--- src/rtl/core/bitmap_free_slot_finder_unit_defines.svh ---
// assertion macros for the bitmap free slot finder
`ifndef BITMAP_FREE_SLOT_FINDER_UNIT_DEFINES_SVH
`define BITMAP_FREE_SLOT_FINDER_UNIT_DEFINES_SVH

// consequent must hold in the same cycle as the antecedent
`define BFSF_ASSERT_HOLDS(label, ante, cons, msg) \
    label: assert property (@(posedge clk) disable iff (!rst_n) (ante) |-> (cons)) \
        else $error(msg);

// consequent must hold in the cycle after the antecedent
`define BFSF_ASSERT_NEXT(label, ante, cons, msg) \
    label: assert property (@(posedge clk) disable iff (!rst_n) (ante) |=> (cons)) \
        else $error(msg);

`endif

--- src/rtl/core/bfsf_pkg.sv ---
// shared types, constants and helpers of the bitmap free slot finder
`default_nettype none

package bfsf_pkg;

    localparam int INDEX_W  = 10;
    localparam int SLOT_W   = 11;
    localparam int STATUS_W = 2;
    localparam int WORD_W   = 32;
    localparam int OFF_W    = 5;
    localparam int WADDR_W  = SLOT_W - OFF_W;
    localparam int NWORDS_W = WADDR_W + 1;

    localparam logic [SLOT_W-1:0] SLOT_COUNT_RESET = 11'd1024;

    typedef enum logic [STATUS_W-1:0] {
        ST_OK    = 2'd0,
        ST_FULL  = 2'd1,
        ST_RANGE = 2'd2
    } status_t;

    typedef enum logic [2:0] {
        S_CLEAR,
        S_IDLE,
        S_MARK,
        S_FIND,
        S_FINISH
    } state_t;

    // index of the lowest set bit of a bitmap word
    function automatic logic [OFF_W-1:0] lowest_set(input logic [WORD_W-1:0] v);
        logic [OFF_W-1:0] r;
        r = '0;
        for (int i = WORD_W - 1; i >= 0; i--)
        begin
            if (v[i])
            begin
                r = OFF_W'(i);
            end
        end
        return r;
    endfunction

endpackage

`default_nettype wire

--- src/rtl/core/bfsf_if.sv ---
// request, response and configuration channels of the bitmap free slot finder
`default_nettype none

interface bfsf_req_if;
    logic                         valid;
    logic                         ready;
    logic                         action;
    logic [bfsf_pkg::INDEX_W-1:0] slot_index;

    modport source (output valid, action, slot_index, input ready);
    modport sink (input valid, action, slot_index, output ready);
endinterface

interface bfsf_rsp_if;
    logic                          valid;
    logic                          ready;
    logic [bfsf_pkg::STATUS_W-1:0] status;
    logic [bfsf_pkg::INDEX_W-1:0]  position;

    modport source (output valid, status, position, input ready);
    modport sink (input valid, status, position, output ready);
endinterface

interface bfsf_cfg_if;
    logic                        valid;
    logic                        ready;
    logic [bfsf_pkg::SLOT_W-1:0] data;

    modport source (output valid, data, input ready);
    modport sink (input valid, data, output ready);
endinterface

`default_nettype wire

--- src/rtl/core/bfsf_word_ram.sv ---
// bitmap word memory, one write port and one registered read port
`default_nettype none

module bfsf_word_ram #(
    parameter int DEPTH  = 32,
    parameter int ADDR_W = (DEPTH > 1) ? $clog2(DEPTH) : 1
) (
    input  logic                          clk,
    input  logic                          wr_en,
    input  logic [ADDR_W-1:0]             wr_addr,
    input  logic [bfsf_pkg::WORD_W-1:0]   wr_data,
    input  logic [ADDR_W-1:0]             rd_addr,
    output logic [bfsf_pkg::WORD_W-1:0]   rd_data
);
    import bfsf_pkg::*;

    logic [WORD_W-1:0] mem_array [DEPTH];
    logic [WORD_W-1:0] rd_data_reg;

    // write port
    always_ff @(posedge clk)
    begin
        if (wr_en)
        begin
            mem_array[wr_addr] <= wr_data;
        end
    end

    // read port, registered: the word read appears in the cycle after its address
    always_ff @(posedge clk)
    begin
        rd_data_reg <= mem_array[rd_addr];
    end

    assign rd_data = rd_data_reg;

endmodule

`default_nettype wire

--- src/rtl/core/bitmap_free_slot_finder_unit.sv ---
// top level of the bitmap free slot finder
//
// Keeps one used mark per slot in a word-wide memory (32 slots a word).
// req channel: action 0 finds the first clear slot scanning circularly from
// slot_index over the slots in use, action 1 sets the mark of slot_index.
// rsp channel: one response per request with status and position.
// cfg channel: writes slot_count, always ready; write it only while idle.
// After reset a clearing pass zeroes the memory, one word a cycle, over
// ceil(min(MAX_PIECES,1024)/32) words (32 at the default); req.ready stays
// low during it. slot_count resets to 1024.
// Out of range requests go straight to the finish state; a mark passes the
// mark state, which writes the word back; a find stays in the find state
// till a clear slot turns up or the lap ends at its start word. The scan
// reads one memory word a cycle; its single read port sets the find time.
// One request is worked on at a time; the next is taken once the response
// sits in the output register. When rsp stalls, a finished response waits
// in the output register and the following one holds until it drains.
`default_nettype none
`include "bitmap_free_slot_finder_unit_defines.svh"

module bitmap_free_slot_finder_unit #(
    parameter int MAX_PIECES = 1024
) (
    input  logic         clk,
    input  logic         rst_n,
    bfsf_req_if.sink     req,
    bfsf_rsp_if.source   rsp,
    bfsf_cfg_if.sink     cfg
);
    import bfsf_pkg::*;

    localparam int STORE_SLOTS = (MAX_PIECES < (1 << INDEX_W)) ? MAX_PIECES : (1 << INDEX_W);
    localparam int STORE_WORDS = (STORE_SLOTS + WORD_W - 1) / WORD_W;
    localparam int MEM_AW      = (STORE_WORDS > 1) ? $clog2(STORE_WORDS) : 1;
    localparam int CAP         = (MAX_PIECES < (1 << SLOT_W)) ? MAX_PIECES
                                                              : (1 << SLOT_W) - 1;

    localparam logic [SLOT_W-1:0]  COUNT_CAP     = SLOT_W'(CAP);
    localparam logic [WADDR_W-1:0] STORE_WORDS_W = WADDR_W'(STORE_WORDS);
    localparam logic [MEM_AW-1:0]  LAST_MEM_ADDR = MEM_AW'(STORE_WORDS - 1);

    state_t               state_reg, state_next;
    logic [SLOT_W-1:0]    slot_count_reg;
    logic [SLOT_W-1:0]    eff_count;
    logic [MEM_AW-1:0]    clr_addr_reg, clr_addr_next;
    logic [INDEX_W-1:0]   idx_reg, idx_next;
    logic [SLOT_W-1:0]    count_reg, count_next;
    logic [NWORDS_W-1:0]  nwords_reg, nwords_next;
    logic [WADDR_W-1:0]   word_reg, word_next;
    logic                 lap_reg, lap_next;
    logic                 rd_zero_reg, rd_zero_next;
    status_t              res_status_reg, res_status_next;
    logic [INDEX_W-1:0]   res_pos_reg, res_pos_next;
    logic                 out_valid_reg, out_valid_next;
    status_t              out_status_reg, out_status_next;
    logic [INDEX_W-1:0]   out_pos_reg, out_pos_next;

    logic                 req_fire;
    logic                 req_in_range;
    logic                 out_free;
    logic                 out_load;
    logic [WADDR_W-1:0]   start_word;
    logic [OFF_W-1:0]     start_off;
    logic                 at_start;
    logic [WORD_W-1:0]    word_data;
    logic [WORD_W-1:0]    free_mask;
    logic                 any_free;
    logic [OFF_W-1:0]     hit_off;
    logic [SLOT_W-1:0]    hit_slot;
    logic [NWORDS_W-1:0]  word_inc;
    logic                 wrap;
    logic [WADDR_W-1:0]   scan_next_word;
    logic [WADDR_W-1:0]   rd_word;
    logic [SLOT_W-1:0]    rsp_pos_ext;

    logic                 wr_en;
    logic [MEM_AW-1:0]    wr_addr;
    logic [WORD_W-1:0]    wr_data;
    logic [WORD_W-1:0]    rd_data;

    // bitmap store
    bfsf_word_ram #(
        .DEPTH  (STORE_WORDS),
        .ADDR_W (MEM_AW)
    ) u_ram (
        .clk     (clk),
        .wr_en   (wr_en),
        .wr_addr (wr_addr),
        .wr_data (wr_data),
        .rd_addr (rd_word[MEM_AW-1:0]),
        .rd_data (rd_data)
    );

    // handshakes and effective slot count
    assign cfg.ready    = 1'b1;
    assign req_fire     = req.valid && req.ready;
    assign eff_count    = (slot_count_reg > COUNT_CAP) ? COUNT_CAP : slot_count_reg;
    assign req_in_range = SLOT_W'(req.slot_index) < eff_count;
    assign out_free     = !out_valid_reg || rsp.ready;

    // scan of the current word
    assign start_word = WADDR_W'(idx_reg[INDEX_W-1:OFF_W]);
    assign start_off  = idx_reg[OFF_W-1:0];
    assign at_start   = word_reg == start_word;
    assign word_data  = rd_zero_reg ? '0 : rd_data;

    always_comb
    begin
        for (int j = 0; j < WORD_W; j++)
        begin
            free_mask[j] = !word_data[j]
                && ((word_reg < count_reg[SLOT_W-1:OFF_W])
                    || ((word_reg == count_reg[SLOT_W-1:OFF_W])
                        && (OFF_W'(j) < count_reg[OFF_W-1:0])))
                && (!at_start
                    || (lap_reg ? (OFF_W'(j) < start_off) : (OFF_W'(j) >= start_off)));
        end
    end

    assign any_free       = |free_mask;
    assign hit_off        = lowest_set(free_mask);
    assign hit_slot       = {word_reg, hit_off};
    assign word_inc       = NWORDS_W'(word_reg) + NWORDS_W'(1);
    assign wrap           = word_inc == nwords_reg;
    assign scan_next_word = wrap ? '0 : word_inc[WADDR_W-1:0];

    // next state
    always_comb
    begin
        state_next = state_reg;
        unique case (state_reg)
            S_CLEAR:
            begin
                if (clr_addr_reg == LAST_MEM_ADDR)
                begin
                    state_next = S_IDLE;
                end
            end
            S_IDLE:
            begin
                if (req_fire)
                begin
                    if (!req_in_range)
                    begin
                        state_next = S_FINISH;
                    end
                    else if (req.action)
                    begin
                        state_next = S_MARK;
                    end
                    else
                    begin
                        state_next = S_FIND;
                    end
                end
            end
            S_MARK:
            begin
                state_next = S_FINISH;
            end
            S_FIND:
            begin
                if (any_free || (at_start && lap_reg))
                begin
                    state_next = S_FINISH;
                end
            end
            S_FINISH:
            begin
                if (out_free)
                begin
                    state_next = S_IDLE;
                end
            end
            default:
            begin
                state_next = S_IDLE;
            end
        endcase
    end

    // state outputs: request ready, memory port control, output load
    always_comb
    begin
        req.ready = 1'b0;
        wr_en     = 1'b0;
        wr_addr   = clr_addr_reg;
        wr_data   = '0;
        rd_word   = word_reg;
        out_load  = 1'b0;
        unique case (state_reg)
            S_CLEAR:
            begin
                wr_en = 1'b1;
            end
            S_IDLE:
            begin
                req.ready = 1'b1;
                rd_word   = WADDR_W'(req.slot_index[INDEX_W-1:OFF_W]);
            end
            S_MARK:
            begin
                wr_en   = 1'b1;
                wr_addr = start_word[MEM_AW-1:0];
                wr_data = rd_data | (WORD_W'(1) << start_off);
            end
            S_FIND:
            begin
                rd_word = scan_next_word;
            end
            S_FINISH:
            begin
                out_load = out_free;
            end
            default:
            begin
                req.ready = 1'b0;
            end
        endcase
    end

    assign rd_zero_next = rd_word >= STORE_WORDS_W;

    // request datapath
    always_comb
    begin
        clr_addr_next   = clr_addr_reg;
        idx_next        = idx_reg;
        count_next      = count_reg;
        nwords_next     = nwords_reg;
        word_next       = word_reg;
        lap_next        = lap_reg;
        res_status_next = res_status_reg;
        res_pos_next    = res_pos_reg;
        case (state_reg)
            S_CLEAR:
            begin
                clr_addr_next = clr_addr_reg + MEM_AW'(1);
            end
            S_IDLE:
            begin
                if (req_fire)
                begin
                    idx_next        = req.slot_index;
                    count_next      = eff_count;
                    nwords_next     = NWORDS_W'(eff_count[SLOT_W-1:OFF_W])
                                      + NWORDS_W'(|eff_count[OFF_W-1:0]);
                    word_next       = WADDR_W'(req.slot_index[INDEX_W-1:OFF_W]);
                    lap_next        = 1'b0;
                    res_status_next = ST_RANGE;
                    res_pos_next    = '0;
                end
            end
            S_MARK:
            begin
                res_status_next = ST_OK;
                res_pos_next    = idx_reg;
            end
            S_FIND:
            begin
                if (any_free)
                begin
                    res_status_next = ST_OK;
                    res_pos_next    = hit_slot[INDEX_W-1:0];
                end
                else if (at_start && lap_reg)
                begin
                    res_status_next = ST_FULL;
                    res_pos_next    = '0;
                end
                else
                begin
                    word_next = scan_next_word;
                    lap_next  = lap_reg || wrap;
                end
            end
            default:
            begin
                res_pos_next = res_pos_reg;
            end
        endcase
    end

    // output register
    always_comb
    begin
        out_status_next = out_status_reg;
        out_pos_next    = out_pos_reg;
        if (out_load)
        begin
            out_valid_next  = 1'b1;
            out_status_next = res_status_reg;
            out_pos_next    = res_pos_reg;
        end
        else if (rsp.ready)
        begin
            out_valid_next = 1'b0;
        end
        else
        begin
            out_valid_next = out_valid_reg;
        end
    end

    assign rsp.valid    = out_valid_reg;
    assign rsp.status   = out_status_reg;
    assign rsp.position = out_pos_reg;

    // control registers
    always_ff @(posedge clk or negedge rst_n)
    begin
        if (!rst_n)
        begin
            state_reg      <= S_CLEAR;
            clr_addr_reg   <= '0;
            slot_count_reg <= SLOT_COUNT_RESET;
            out_valid_reg  <= 1'b0;
        end
        else
        begin
            state_reg     <= state_next;
            clr_addr_reg  <= clr_addr_next;
            out_valid_reg <= out_valid_next;
            if (cfg.valid && cfg.ready)
            begin
                slot_count_reg <= cfg.data;
            end
        end
    end

    // payload registers
    always_ff @(posedge clk)
    begin
        idx_reg        <= idx_next;
        count_reg      <= count_next;
        nwords_reg     <= nwords_next;
        word_reg       <= word_next;
        lap_reg        <= lap_next;
        rd_zero_reg    <= rd_zero_next;
        res_status_reg <= res_status_next;
        res_pos_reg    <= res_pos_next;
        out_status_reg <= out_status_next;
        out_pos_reg    <= out_pos_next;
    end

    // checks
    assign rsp_pos_ext = SLOT_W'(rsp.position);

    `BFSF_ASSERT_HOLDS(a_fail_pos_zero, rsp.valid && (rsp.status != ST_OK), rsp.position == '0, "failed response carries a nonzero position")
    `BFSF_ASSERT_HOLDS(a_ok_pos_in_count, rsp.valid && (rsp.status == ST_OK), rsp_pos_ext < eff_count, "response position beyond the slot count")
    `BFSF_ASSERT_NEXT(a_range_status, req_fire && !req_in_range, res_status_reg == ST_RANGE, "out of range request not flagged")
    `BFSF_ASSERT_HOLDS(a_scan_stops_at_start, (state_reg == S_FIND) && lap_reg, word_reg <= start_word, "wrapped scan ran past its start word")

endmodule

`default_nettype wire
--- src/flat_wrapper.sv ---
// flat-port wrapper written by rule: the top's interface ports become plain ports
module bitmap_free_slot_finder_unit_flat import bfsf_pkg::*;
#(
    parameter int MAX_PIECES = 1024
)
  (clk, rst_n, req_valid, req_action, req_slot_index, req_ready, rsp_valid, rsp_status, rsp_position, rsp_ready, cfg_valid, cfg_data, cfg_ready);
  bfsf_req_if req_i ();
  bfsf_rsp_if rsp_i ();
  bfsf_cfg_if cfg_i ();
  input  logic clk;
  input  logic rst_n;
  input wire logic [$bits(req_i.valid)-1:0] req_valid;
  input wire logic [$bits(req_i.action)-1:0] req_action;
  input wire logic [$bits(req_i.slot_index)-1:0] req_slot_index;
  output wire logic [$bits(req_i.ready)-1:0] req_ready;
  output wire logic [$bits(rsp_i.valid)-1:0] rsp_valid;
  output wire logic [$bits(rsp_i.status)-1:0] rsp_status;
  output wire logic [$bits(rsp_i.position)-1:0] rsp_position;
  input wire logic [$bits(rsp_i.ready)-1:0] rsp_ready;
  input wire logic [$bits(cfg_i.valid)-1:0] cfg_valid;
  input wire logic [$bits(cfg_i.data)-1:0] cfg_data;
  output wire logic [$bits(cfg_i.ready)-1:0] cfg_ready;
  assign req_i.valid = req_valid;
  assign req_i.action = req_action;
  assign req_i.slot_index = req_slot_index;
  assign req_ready = req_i.ready;
  assign rsp_valid = rsp_i.valid;
  assign rsp_status = rsp_i.status;
  assign rsp_position = rsp_i.position;
  assign rsp_i.ready = rsp_ready;
  assign cfg_i.valid = cfg_valid;
  assign cfg_i.data = cfg_data;
  assign cfg_ready = cfg_i.ready;
  bitmap_free_slot_finder_unit #(.MAX_PIECES(MAX_PIECES)) u_core (.clk(clk), .rst_n(rst_n), .req(req_i), .rsp(rsp_i), .cfg(cfg_i));
endmodule
--- config.mk ---
export PLATFORM = sky130hd
export DESIGN_NAME = bitmap_free_slot_finder_unit_flat
export DESIGN_NICKNAME = d
export VERILOG_FILES = /design/src/rtl/core/bfsf_pkg.sv /design/src/rtl/core/bfsf_if.sv /design/src/rtl/core/bfsf_word_ram.sv /design/src/rtl/core/bitmap_free_slot_finder_unit.sv /design/src/flat_wrapper.sv
export VERILOG_INCLUDE_DIRS = /design/src /design/src/rtl/core
export SDC_FILE = /design/constraint.sdc
export NUM_CORES = 1
export LEC_CHECK = 0
export ABC_AREA = 1
export BUFFER_PORTS_ARGS = -buffer_cell sky130_fd_sc_hd__buf_2
export CELL_PAD_IN_SITES_DETAIL_PLACEMENT = 0
export CELL_PAD_IN_SITES_GLOBAL_PLACEMENT = 2
export CORE_ASPECT_RATIO = 0.75
export CORE_MARGIN = 2
export CORE_UTILIZATION = 40
export DETAILED_ROUTE_END_ITERATION = 10
export PLACE_DENSITY = 0.69
export RECOVER_POWER = 100
export SLEW_MARGIN = 20
export SYNTH_ARGS = -nofsm -noshare
export SYNTH_HDL_FRONTEND = slang
export SYNTH_SLANG_ARGS = --single-unit
--- constraint.sdc ---
create_clock -name clk -period 8.7 [get_ports clk]
set_input_delay 2.61 -clock clk [delete_from_list [all_inputs] [get_ports clk]]
set_output_delay 2.61 -clock clk [all_outputs]
set_load 0.02 [all_outputs]
Yosys cells after proc, flatten, opt, wreduce, memory -nomap -nowiden
Memory sizes are Yosys's and may differ from the RTL's. A register that Yosys moved wholly into a read port is not among the register bits.
Index checks and enable logic that the tools add are counted.

storage, ports and cells
  bits in registers = 80
  memory bits (writable) = 1,024
  word-level logic and storage cells = 445
  memories kept = 1

memory list
  memory                  depth  width  rd ports  clocked after Yosys merged registers in  write ports  line                 RTL
  u_core.u_ram.mem_array  32     32     1         1                                        1            bfsf_word_ram.sv:17  logic [WORD_W-1:0] mem_array [DEPTH];

operators by class
  add/subtract/negate cells = 3
  magnitude comparators = 100
  equal/unequal tests = 15
  shifts and indexed selects = 1
  mux-type cells = 100
  bitwise gates (word level) = 1
  reductions and logical operators = 210

operators by type and width
  kind                    count
  $mux W5                 33
  $lt A5 B5 Y1 const A    32
  $logic_and A1 B1 Y1     98
  $ge A5 B5 Y1 const A    16
  $lt A4 B5 Y1 const A    16
  $logic_or A1 B1 Y1      67
  $mux W32                2
  $mux W1                 43
  $ge A4 B5 Y1 const A    8
  $lt A3 B5 Y1 const A    8
  $logic_not A1 Y1        34
  $or A32 B32 Y32         1
  $reduce_or A32 Y1       1
  $shl A1 B5 Y32 const A  1
  $mux W10                3
  $pmux W10 S3            1
  $mux W6                 4
  $pmux W6 S2             2
  $ge A3 B5 Y1 const A    4
  $lt A1 B5 Y1 const A    4
  $lt A2 B5 Y1 const A    4
  $mux W3                 5
  $pmux W3 S5             1
  $gt A11 B11 Y1 const B  1
  other kinds (30)        41

Depth between registers and ports, before layout
  depth after elaboration = 39
  gate-level depth with buffers = 43
  mapped depth without buffers = 42

By module
Synthesis repeated with hierarchy kept, for this count alone.

second synthesis, totals
  cells, all modules = 4,378
  area, all modules = 48,332.6 µm²

modules (own cells, without submodules)
  module                        times used  cells each  area each (µm²)
  bfsf_word_ram                 1           3,536       42,405.7
  bitmap_free_slot_finder_unit  1           842         5,926.9

Worst setup path before layout
Ideal clock, no wire load.

  kind = input to register
  start = input port req_valid
  end = register u_core.lap_reg, enable pin
  setup time = 374 ps
  data arrival time = 4,429 ps
  data required time = 8,326 ps
  path slack = 3,896 ps
  cell stages on the path = 3
  buffers on the path = 0
  path through = inv_1 -> nor2_1 -> a2bb2oi_1

between the ends
  word-level cells in the longest chain between the ends = 3

ends and longest elaborated chain
  element                             line                                 RTL
  start: declaration                  flat_wrapper.sv:12                   input wire logic [$bits(req_i.valid)-1:0] req_valid;
  $logic_and A1 B1 Y1                 bitmap_free_slot_finder_unit.sv:96   assign req_fire = req.valid && req.ready;
  $ne A2 B1 Y1 (no source line)       n/a
  $reduce_and A4 Y1 (no source line)  n/a
  end signal: assignment              bitmap_free_slot_finder_unit.sv:338  lap_reg <= lap_next;
  end: declaration                    bitmap_free_slot_finder_unit.sv:50   logic lap_reg, lap_next;

No other way between the ends.
A chain may end at the register's enable or synchronous reset.

Worst setup path after layout
  start = register u_core.state_reg[1]
  end = memory u_core.u_ram.mem_array[18][8], enable pin

between the ends
  word-level cells in the longest chain between the ends = 5

ends and longest elaborated chain
  element                                           line                                 RTL
  start: declaration                                bitmap_free_slot_finder_unit.sv:42   state_t state_reg, state_next;
  start signal: assignment                          bitmap_free_slot_finder_unit.sv:321  state_reg <= state_next;
  $eq A3 B2 Y1 or $logic_not A3 Y1 (tied branches)  bitmap_free_slot_finder_unit.sv:191  unique case (state_reg)
  $reduce_or A2 Y1 (no source line)                 n/a
  $mux W1                                           bitmap_free_slot_finder_unit.sv:191
  $mux W1                                           bfsf_word_ram.sv:23                  if (wr_en)
  $mux W1 (not written as such)                     bfsf_word_ram.sv:25                  mem_array[wr_addr] <= wr_data;
  end: declaration                                  bfsf_word_ram.sv:17

Several ways; a longest one is shown, not always the timed one.

==> impl_metrics.toml <==
[global_route]
grt_use_met1 = 0.365
grtUsageMet3 = 0.0403
grt_pass1_wl_um = 208000
use_met2 = 0.356
antenna_found_initial = 3
grtUsageTotal = 0.239
top_usage_layer = "met1"
grt_pass1_vias = 29400
grt_max_degree = 193
grt_overflow = 0

[clocking]
cts_tree = "built"
clkLatencyLatePin_ns = 0.72
cts_inserted_buffers = 113
cts_hold_buf = 0
ctsRootBufferMaster = "clkbuf_16"
cts.repair.resized = 0
path_clk_slew_ns = 0.06
htreeDepth = 3
postCtsSetupRepairBufs = 0
clock-sinks = 1136
clockBufferDepth = 3

[critical_path]
slowest_stage = "nor2_1"
endpoint = "u_core.u_ram.mem_array[18][8]$_DFFE_PP_"
crit_path_start_kind = "register"
arrival_ns = 7.36
path_cells = "inv_1 -> nor2_1 -> inv_1 -> nor2_1 -> inv_1 -> clkbuf_1 -> nand2_1 -> nand3_1 -> nor2_1 -> buf_4"
worst_r2r_path_depth = 10
r2r_slack_ns = 1.69
slowest_delay_ns = 1.99
r2r_start = "u_core.state_reg[1]$_DFFE_PN0P_"
setup.worst_path.class = "register to register"
worstPathMaxFanout = 35
setup.worst_path.start = "u_core.state_reg[1]$_DFFE_PN0P_"
timing.rr.end = "u_core.u_ram.mem_array[18][8]$_DFFE_PP_"
crit_path_end_kind = "register"
crit_required_ns = 9.05

[placement]
dp_slack_ns = 2.80
io_buffers = 40
gp_congestion = 0.908
hpwl_um = 75000
post_dp_cell_area_um2 = 48900

[cells_and_area]
fin_nets = 3725
largest_reg_flops = 1024
diodes = 0
final_area_um2 = 52400
final_core_util = 0.452
drive_gt1_frac = 0.0733
area_growth_pct = 11.9

[synth]
synth_edf_count = 1083
syn_inst = 3694
synth_area_per_cell_um2 = 12.7
synthFlopType = "edfxtp_1"
ys.warnings.count = 0
syn-cell-area_um2 = 46800
yosysUniqueCellTypes = 58
ys_seq_area_frac = 0.720
synthesis.nets = 3741
ys_ff_latch = 1136
synthArstFlopShare = 0.0176

[timing]
rsz0062_at_grt = "no"
slew_viol_final = 1342
timing.final.crit_period_ns = 7.01
max_freq_mhz = 143
tns_ns = 0
max_slew_margin = -0.749
fin_ws_ns = 1.69
hold_violations = 0
finalClockSkew_ns = 0.0315
setup_viol = 0
fin_crit_sh = 0.806
tightest_slew_ns = 2.62

[power_and_ir_drop]
switching_power_mw = 7.36
ir_drop_mv = 0.310
total_power_mw = 19.2
p_comb_frac = 0.357
switching_share = 0.384
power.density_nw_per_um2 = 366
power.share.sequential = 0.380
p_leak_nw = 17.6
pwr-share-clk = 0.264
internal-power_mw = 11.8

[status]
status = "complete, but fails checks"
violations = "max-capacitance violations, max-slew violations"

[floorplanning]
start_util = 0.404
ios = 42
core_area_um2 = 116000
fp.dieH_um = 300
rows = 108
design.die.area_um2 = 120000
fp.dieW_um = 399

[routing]
vias = 30600
wl_per_cell_um = 27.2
drt_iter0_drc = 3015
routed_wirelength_um = 144000
avgViaCountPerCell = 5.76
first_pass_iters = 7
ant_nets = 0
drc = 0

[hold_path]
hold_path_startpoint = "u_core.res_pos_reg[3]$_DFFE_PP_"
hp-class = "register to register"

[run]
drv_cap = 34
[layout make-up]
type	count	area, um^2
fillers	10500	63500
flip-flops and latches	1136	33700
multi-input cells	2160	11600
clock buffers	147	3070
well taps	1540	1930
clock inverters	67	790
repair buffers	110	722
inverters	157	598
[through the flow]
stage | instances | hold WS, ns
2_1_floorplan | 3694 | 0.400
3_3_place_gp | 5102 | 0.410
3_5_place_dp | 5103 | 0.415
4_1_cts | 5317 | 0.425
5_1_grt | 5317 | 0.433
6_report | 5317 | 0.418
[cell usage in the layout, fill, tap and decap left out, drive strengths merged, types with 15 or more instances in the layout]
cell type and instances:
a21oi 64, a31oi 40, buf 64, bufinv 15, clkbuf 193, clkinv 47
dfrtp 19, dfxtp 33, edfxtp 1083, ha 20, inv 159, nand2 224
nand3 38, nor2 859, nor3 46, o211ai 100, o21ai 306, o21bai 129
o311ai 160, o32ai 98, xor2 29
[routing by layer]
layer,up-vias,part of all wire
li1,13700,-
met1,15700,0.47
met2,1017,0.44
met3,207,0.065
met4,2,0.024
met5,-,0.000090
[cell usage after synthesis, types with 6 or more instances]
| library cell | count | area [um^2] |
|---|---|---|
| o21ai_1 | 16 | 80.1 |
| buf_4 | 13 | 97.6 |
| clkbuf_1 | 150 | 563 |
| o21ai_0 | 288 | 1440 |
| o32ai_1 | 98 | 858 |
| a21oi_1 | 64 | 320 |
| nor3_1 | 46 | 230 |
| nand3_1 | 38 | 190 |
| xor2_1 | 28 | 245 |
| o311ai_1 | 106 | 928 |
| buf_1 | 16 | 60.1 |
| nor2_1 | 857 | 3220 |
| o311ai_0 | 54 | 473 |
| o21bai_1 | 129 | 968 |
| dfrtp_1 | 19 | 475 |
| o221ai_1 | 7 | 61.3 |
| nand2_1 | 222 | 833 |
| ha_1 | 20 | 250 |
| o211ai_1 | 100 | 751 |
| inv_2 | 6 | 22.5 |
| a31oi_1 | 39 | 244 |
| edfxtp_1 | 1083 | 32500 |
| buf_2 | 58 | 290 |
| dfxtp_1 | 33 | 661 |
| inv_1 | 149 | 559 |
[how the worst min path moves through the flow]
stage | cells after the start | end
finish | 0 | u_core.rsp.position[3]$_DFFE_PP_
detailed placement | 0 | u_core.rsp.position[3]$_DFFE_PP_
global placement | 0 | u_core.rsp.position[0]$_DFFE_PP_
CTS | 0 | u_core.rsp.position[3]$_DFFE_PP_
floorplan | 0 | u_core.rsp.position[0]$_DFFE_PP_
global route | 0 | u_core.rsp.position[4]$_DFFE_PP_
[power groups by stage]
stage / logic [mW] / clock network [mW] / registers (mW)
after floorplan: 4.52 / 0 / 7.28
after global placement: 6.83 / 0 / 7.34
after detailed placement: 6.93 / 0 / 7.36
after CTS: 6.95 / 5.15 / 7.25
after global routing: 7.51 / 5.37 / 7.33
final: 6.84 / 5.06 / 7.28
[worst max-delay path, delay by kind of cell (launching register included)]
kind / cells / cell delay (ns)
buffers and inverters: 5 / 2.22
and+or+nand+nor: 5 / 3.91
DFF: 1 / 0.39
[kinds of logic (layout without fill, tap and decap cells)]
logic type	count (synthesis)	in the layout	synth area share
multiplexers	1	1	0.000241
adder cells (fa/ha/maj)	20	20	0.00535
other	2	2	0.000160
XOR/XNOR	31	31	0.00596
buffers and inverters	398	481	0.0351
flip-flops	1136	1136	0.720
AO/OA/AOI/OAI	928	928	0.136
AND/OR/NAND/NOR	1178	1178	0.0978
No activity file was read; power rests on OpenSTA's default activity.
